`src/rtl/eil_pkg.sv`:
```
// Shared types, codes and defaults for the exon interval locator.
package eil_pkg;

	localparam int MAX_EXONS_DEF = 512;

	// Configuration register indexes.
	localparam logic [2:0] CFG_REVERSE    = 3'd0;
	localparam logic [2:0] CFG_CHROM      = 3'd1;
	localparam logic [2:0] CFG_TX_START   = 3'd2;
	localparam logic [2:0] CFG_TX_END     = 3'd3;
	localparam logic [2:0] CFG_CDS_START  = 3'd4;
	localparam logic [2:0] CFG_CDS_END    = 3'd5;
	localparam logic [2:0] CFG_EXON_COUNT = 3'd6;

	// Item function codes.
	localparam logic [1:0] FUNC_LOAD   = 2'd0;
	localparam logic [1:0] FUNC_SECTOR = 2'd1;
	localparam logic [1:0] FUNC_CODING = 2'd2;

	// Region kinds of a sector query.
	localparam logic [2:0] KIND_NONE   = 3'd0;
	localparam logic [2:0] KIND_FIVE   = 3'd1;
	localparam logic [2:0] KIND_THREE  = 3'd2;
	localparam logic [2:0] KIND_EXON   = 3'd3;
	localparam logic [2:0] KIND_INTRON = 3'd4;

	// Status codes of a coding query.
	localparam logic [1:0] MAP_OK       = 2'd0;
	localparam logic [1:0] MAP_NO_START = 2'd1;
	localparam logic [1:0] MAP_BEYOND   = 2'd2;

	// Operands of the shared step unit.
	typedef struct packed {
		logic [32:0] point;
		logic [31:0] a_lo;
		logic [31:0] a_hi;
		logic [31:0] b_lo;
		logic [31:0] b_hi;
	} step_req_t;

	// Results of the shared step unit.
	typedef struct packed {
		logic        hit_a;
		logic        hit_b;
		logic        fits;
		logic [31:0] pos_up;
		logic [31:0] pos_down;
	} step_rsp_t;

endpackage

```
`src/rtl/eil_step_unit.sv`:
```
// Shared window-compare and span arithmetic used on every table entry.
module eil_step_unit #(
	parameter int KW = 43
) (
	input  eil_pkg::step_req_t req,
	input  logic [KW-1:0]      k,
	output eil_pkg::step_rsp_t rsp,
	output logic [KW-1:0]      k_next
);
	import eil_pkg::*;

	logic [32:0]          span33;
	logic signed [KW-1:0] span_w;

	// Span of the current entry, sign-extended to the offset width.
	assign span33 = {1'b0, req.a_hi} - {1'b0, req.a_lo};
	assign span_w = {{(KW-33){span33[32]}}, span33};

	always_comb begin
		rsp.hit_a    = (req.point > {1'b0, req.a_lo}) && (req.point <= {1'b0, req.a_hi});
		rsp.hit_b    = (req.point > {1'b0, req.b_lo}) && (req.point <= {1'b0, req.b_hi});
		rsp.fits     = $signed(k) < span_w;
		rsp.pos_up   = req.a_lo + k[31:0] + 32'd1;
		rsp.pos_down = req.a_hi - k[31:0];
	end

	assign k_next = k - span_w;

endmodule

```
`config.mk`:
```
export PLATFORM = sky130hd
export DESIGN_NAME = eil_step_unit
export DESIGN_NICKNAME = d
export VERILOG_FILES = /design/src/rtl/eil_pkg.sv /design/src/rtl/eil_step_unit.sv
export SDC_FILE = /design/constraint.sdc
export NUM_CORES = 1
export LEC_CHECK = 0
export ABC_CLOCK_PERIOD_IN_PS = 7700
export BUFFER_PORTS_ARGS = -buffer_cell sky130_fd_sc_hd__buf_2
export CORE_UTILIZATION = 60
export DETAILED_ROUTE_END_ITERATION = 12
export PLACE_DENSITY = 0.94
export SLEW_MARGIN = 20
export SYNTH_ARGS = -nofsm -noshare
export SYNTH_HDL_FRONTEND = slang
export SYNTH_SLANG_ARGS = --single-unit
```
`constraint.sdc`:
```
create_clock -name vclk -period 7.7
set_input_delay 0.77 -clock vclk [all_inputs]
set_output_delay 0.77 -clock vclk [all_outputs]
set_load 0.01 [all_outputs]
```
==> results of run 1 <==
[kinds of logic (layout without fill, tap and decap cells)]
group	count (synthesis)	count (layout)	synth area share, %
AO/OA/AOI/OAI	487	487	31.2
buffers and inverters	218	505	7.90
other	0	4	0
AND/OR/NAND/NOR	353	353	17.8
adder cells (fa/ha/maj)	269	269	32.8
multiplexers	2	2	0.205
XOR/XNOR	120	120	10.1
[per-stage QoR]
| stage | cell area, um^2 | hold slack, ns | instances |
|---|---|---|---|
| after global routing | 12100 | 1.95 | 1960 |
| after floorplan | 10400 | 1.69 | 1449 |
| after CTS | 12100 | 1.91 | 1956 |
| after global placement | 12100 | 1.93 | 1956 |
| final | 12100 | 1.91 | 1960 |
| after detailed placement | 12100 | 1.92 | 1956 |
[per-layer routing]
layer	GRT usage, %	part of all wire [%]	vias to the layer above
li1	-	-	5895
met4	13.3	3.9	0
met5	0	0	-
met2	67.0	46	666
met1	50.1	42	5580
met3	2.63	8.2	118
[power by group]
part | switching, mW | internal (mW)
Sequential | 0 | 0
Clock | 0 | 0.0000000695
Combinational | 0.860 | 0.634
[worst paths after layout]
kind,start,depth (start not counted),endpoint,slack [ns]
worst max-delay path,req[97],23,k_next[38],1.10
worst min-delay path,k[0],4,rsp[0],1.91
[critical path: stages]
cell	delay, ns
buf_2	0.14
inv_1	0.07
ha_1	0.27
nor2b_1	0.14
o21ai_0	0.33
a21oi_1	0.17
o41ai_1	0.52
o21ai_1	0.26
nor2_1	0.23
o21ai_0	0.11
a21oi_1	0.18
xor2_1	0.09
ha_1	0.41
and4_1	0.27
nand2_1	0.08
nor4b_1	0.33
o21ai_0	0.22
nand4_1	0.19
nand3_1	0.11
a21boi_0	0.40
nor4b_1	0.10
a311oi_1	0.26
buf_2	0.17
[layout by cell type (no fill, tap or decap), drive strengths merged, types with 4 or more instances in the layout]
| cell | count |
|---|---|
| nor4 | 9 |
| nor2b | 31 |
| a21boi | 4 |
| diode | 4 |
| fa | 4 |
| buf | 314 |
| o31ai | 5 |
| o21ai | 76 |
| nand4 | 50 |
| nand3 | 30 |
| and2 | 4 |
| o21bai | 13 |
| nand2 | 57 |
| or2 | 4 |
| nor2 | 87 |
| and4 | 10 |
| a21oi | 140 |
| o21a | 18 |
| and3 | 11 |
| inv | 191 |
| xor2 | 42 |
| a2111oi | 6 |
| ha | 265 |
| or3 | 6 |
| xnor2 | 78 |
| a41oi | 4 |
| a221oi | 5 |
| a31oi | 20 |
| a21o | 143 |
| a211oi | 12 |
| nand2b | 17 |
| nor3 | 21 |
| o211ai | 8 |
[final cells by class]
cell class	instances	area, um^2
Tap cell	220	275
Multi-Input combinational cell	1231	9540
Inverter	191	717
Timing Repair Buffer	314	1570
Fill cell	1404	4580
Antenna cell	4	10.0
==> run metrics, run 1 <==
status=finished clean; first-pass GRT wire length=56400 um; Post-Syn Area per Cell=7.15 um^2; critical path required time=6.93 ns; fin crit period=6.60 ns; most common cell in the netlist=ha_1; core area=16700 um^2; Setup WS post-layout=1.10 ns; most frequent cells after synthesis=ha_1 (265), inv_1 (191), a21o_1 (143); Initial Utilization=62.0%; Synth top area share=32.0%; Place WS=1.28 ns; Mapped Cells=1449; die width=133 um; Final GP Congestion=1.04; sequential cells=0; GRT Util Overall=38.6%; Area contributors post-synth=ha_1 (32%), a21o_1 (10%), inv_1 (6.9%), a21oi_1 (6.7%), xnor2_1 (6.6%); initial antenna violation count=4; Setup TNS Final=0 ns; area grow syn2layout=16.9%; hpwl dp=31000 um; critical path arrival=5.83 ns; # Max-Cap Violations=0; critical path endpoint category=output port; Power Density=123 nW/um^2; hold-fix buffer count after cts=0; Post-Syn Nets=1922; die extent in y=133 um; DRC=0; Pwr Total=1.49 mW; VDD IR max=116 uV; Leakage=7.08 nW; Yosys cell types=69; fmax=152 MHz; IO Count=314; Tcrit/Tclk final=85.7%; FP Rows=47; WL/cell=18.1 um; Final Hold Vio Count=0; Min-Delay Path Class=primary input to output port; Syn. warnings=0; setup violators final=0; clock buf count=0; DR pass1 iterations=6; leading area contributor after synthesis=ha_1; Post-CTS Setup Inserts=0; Storage cell area=0 um^2; post-route ant nets=0; vias in the first global route=11600; fin util=72.6%; Gates resized, CTS repair=0; largest net degree at the start of global routing=12; Mapped Area=10400 um^2; WL final=35600 um; worst slew pin tran=0.869 ns; unrepaired setup endpoints after global routing=no; critical path type=primary input to output port; crit path launch type=primary input; Slew HR=41.6%; Overflow after GRT=0; Seq/Total Area, Yosys=0%; Crit Path Max Fanout=7; layout cell share with drive strength beyond 1=19.2%; routed vias=12300; Final Max Tran Viols=0; Initial DRC Count=822; DIE AREA=17800 um^2; final net count=2211; vias per inst=6.25; IO buf count=314
No activity file was read; power rests on OpenSTA's default activity.
==> inputs of run 2 (changes only) <==
--- a/config.mk
+++ b/config.mk
@@ -5,12 +5,14 @@
 export SDC_FILE = /design/constraint.sdc
 export NUM_CORES = 1
 export LEC_CHECK = 0
+export ABC_AREA = 1
 export ABC_CLOCK_PERIOD_IN_PS = 7700
 export BUFFER_PORTS_ARGS = -buffer_cell sky130_fd_sc_hd__buf_2
 export CORE_UTILIZATION = 60
 export DETAILED_ROUTE_END_ITERATION = 12
-export PLACE_DENSITY = 0.94
+export PLACE_DENSITY = 0.92
 export SLEW_MARGIN = 20
 export SYNTH_ARGS = -nofsm -noshare
 export SYNTH_HDL_FRONTEND = slang
 export SYNTH_SLANG_ARGS = --single-unit
+export TNS_END_PERCENT = 50
==> run metrics, run 2 <==
status=finished clean; Final Max Tran Viols=0 (unchanged); DRC=0 (unchanged); core area=19500 um^2 (+17%); CP Cell Sequence=buf_2, inv_1, ha_1, fa_1, o21ai_2, a21oi_1, o21ai_1, nand3_1, nand2_1, nand2_1, nand2_1, ha_1, nand2_1, inv_1, a21oi_1, nand2_1, a21oi_1, nand3_2, nand2_2, nand2_2, inv_1, nand2_1, nand2_1, buf_2; commonest non-fill, non-tap cell in the layout=nand2_1; ant diodes=0 (-4); FP Rows=51 (+8.5%); IO Count=314 (unchanged); Mapped Area=12000 um^2 (+16%); hold-fix buffer count after cts=0 (unchanged); area grow syn2layout=15.8%; Slowest-stage cell, CP=fa_1; fmax=177 MHz (+17%); WL/cell=17.7 um (-2.5%); # Max-Cap Violations=0 (unchanged); sequential cells=0 (unchanged); die extent in y=143 um (+7.5%); vias in the first global route=14000 (+21%); Initial DRC Count=1704 (+110%); Seq/Total Area, Yosys=0% (unchanged); hpwl dp=41900 um (+35%); Overflow after GRT=0 (unchanged); Slew HR=38.4% (-3.2 points); Storage cell area=0 um^2 (unchanged); Post-Syn Area per Cell=5.72 um^2 (-20%); Setup TNS Final=0 ns (unchanged); Leakage=8.21 nW (+16%); critical path endpoint category=output port; CP max stage delay=0.43 ns (-0.09 ns); leading area contributor after synthesis=ha_1; initial antenna violation count=0 (-4); Final Hold Vio Count=0 (unchanged); Area contributors post-synth=ha_1 (28%), nand2_1 (17%), inv_1 (11%), a21oi_1 (9.4%), nor2_1 (6.1%); final net count=2889 (+31%); VDD IR max=87.9 uV (-24%); Min-Delay Path Class=primary input to output port; IO buf count=314 (unchanged); most common cell in the netlist=nand2_1; Mapped Cells=2100 (+45%); DIE AREA=20600 um^2 (+16%); Final GP Congestion=1.05 (+1.0%); most frequent cells in the layout=nand2_1 (529), inv_1 (361), buf_2 (314); vias per inst=5.93 (-5.2%); Gates resized, CTS repair=0 (unchanged); setup violators final=0 (unchanged); Crit Path Max Fanout=11 (+4); DR pass1 iterations=6 (unchanged); Fill cells=1777 (+27%); routed vias=15900 (+30%); Power Density=122 nW/um^2 (-0.77%); area occupied by multi-input gates=10600 um^2 (+11%); Synth top area share=27.6% (-4.4 points); critical path required time=6.93 ns (about the same); first-pass GRT wire length=71700 um (+27%); Post-Syn Nets=2573 (+34%); largest net degree at the start of global routing=12 (unchanged); die width=143 um (+7.5%); Initial Utilization=61.5% (-0.54 points); critical path type=primary input to output port; Post-CTS Setup Inserts=0 (unchanged); critical path arrival=4.89 ns (-0.94 ns); GRT Util Overall=44.7% (+6.1 points); Yosys cell types=39 (-43%); WL final=47400 um (+33%); fin crit period=5.66 ns (-0.937 ns); Syn. warnings=0 (unchanged); layout cell share with drive strength beyond 1=14.7% (-4.5 points); most frequent cells after synthesis=nand2_1 (529), inv_1 (361), ha_1 (265); Tcrit/Tclk final=73.5% (-12 points); fin util=71.3% (-1.3 points); most used cell, CP=nand2_1; post-route ant nets=0 (unchanged); worst slew pin tran=0.917 ns (+0.0485 ns); clock buf count=0 (unchanged); crit path launch type=primary input; unrepaired setup endpoints after global routing=no
[run 2: area by class of cell]
cell class                 count  area share (%)
multi-input combinational   1732            76.4
inverter                     368            9.93
tap                          265            2.38
timing repair buffer         314            11.3
[run 2: through the flow]
stage | instance area, um^2 | worst slack, ns | hold slack [ns] | power (mW) | cells
after floorplan | 12000 | 3.15 | 1.69 | 1.07 | 2100
after global placement | 13900 | 2.31 | 1.91 | 1.62 | 2679
after detailed placement | 13900 | 2.19 | 1.93 | 1.64 | 2679
after CTS | 13900 | 2.19 | 1.93 | 1.65 | 2679
after global routing | 13900 | 1.63 | 1.96 | 1.87 | 2679
final | 13900 | 2.04 | 1.93 | 1.70 | 2679
[run 2: where the power goes]
part / switching, mW / total, mW / internal [mW]
Sequential: 0 / 0 / 0
Clock: 0 / 0 / 0
Combinational: 1.09 / 1.70 / 0.610
Total: 1.09 / 1.70 / 0.610
[run 2: cell families (layout without fill, tap and decap cells)]
logic type / count (synthesis) / in the layout / synth area share (%)
XOR/XNOR: 101 / 101 / 7.37
AO/OA/AOI/OAI: 429 / 429 / 20.3
buffers and inverters: 368 / 682 / 11.5
AND/OR/NAND/NOR: 933 / 933 / 32.6
adder cells (fa/ha/maj): 269 / 269 / 28.3
[run 2: metal layers]
| metal | up-vias | share of wire, % | GRT usage (%) |
|---|---|---|---|
| met1 | 6991 | 42 | 60.3 |
| met3 | 203 | 13 | 8.46 |
| li1 | 7593 | - | - |
| met4 | 0 | 4.8 | 18.2 |
| met5 | - | 0 | 0 |
| met2 | 1090 | 41 | 69.0 |
[run 2: final timing paths]
kind / end / start / slack [ns] / cells after the start
max: rsp[64] / req[64] / 2.04 / 24
min: rsp[0] / k[0] / 1.93 / 4
[run 2: worst max-delay path, delay by kind of cell]
family	cells	cell delay, ns
adder cells (fa/ha/maj)	3	1.09
AND/OR/NAND/NOR	11	1.36
buffers and inverters	5	0.38
AO/OA/AOI/OAI	5	1.27
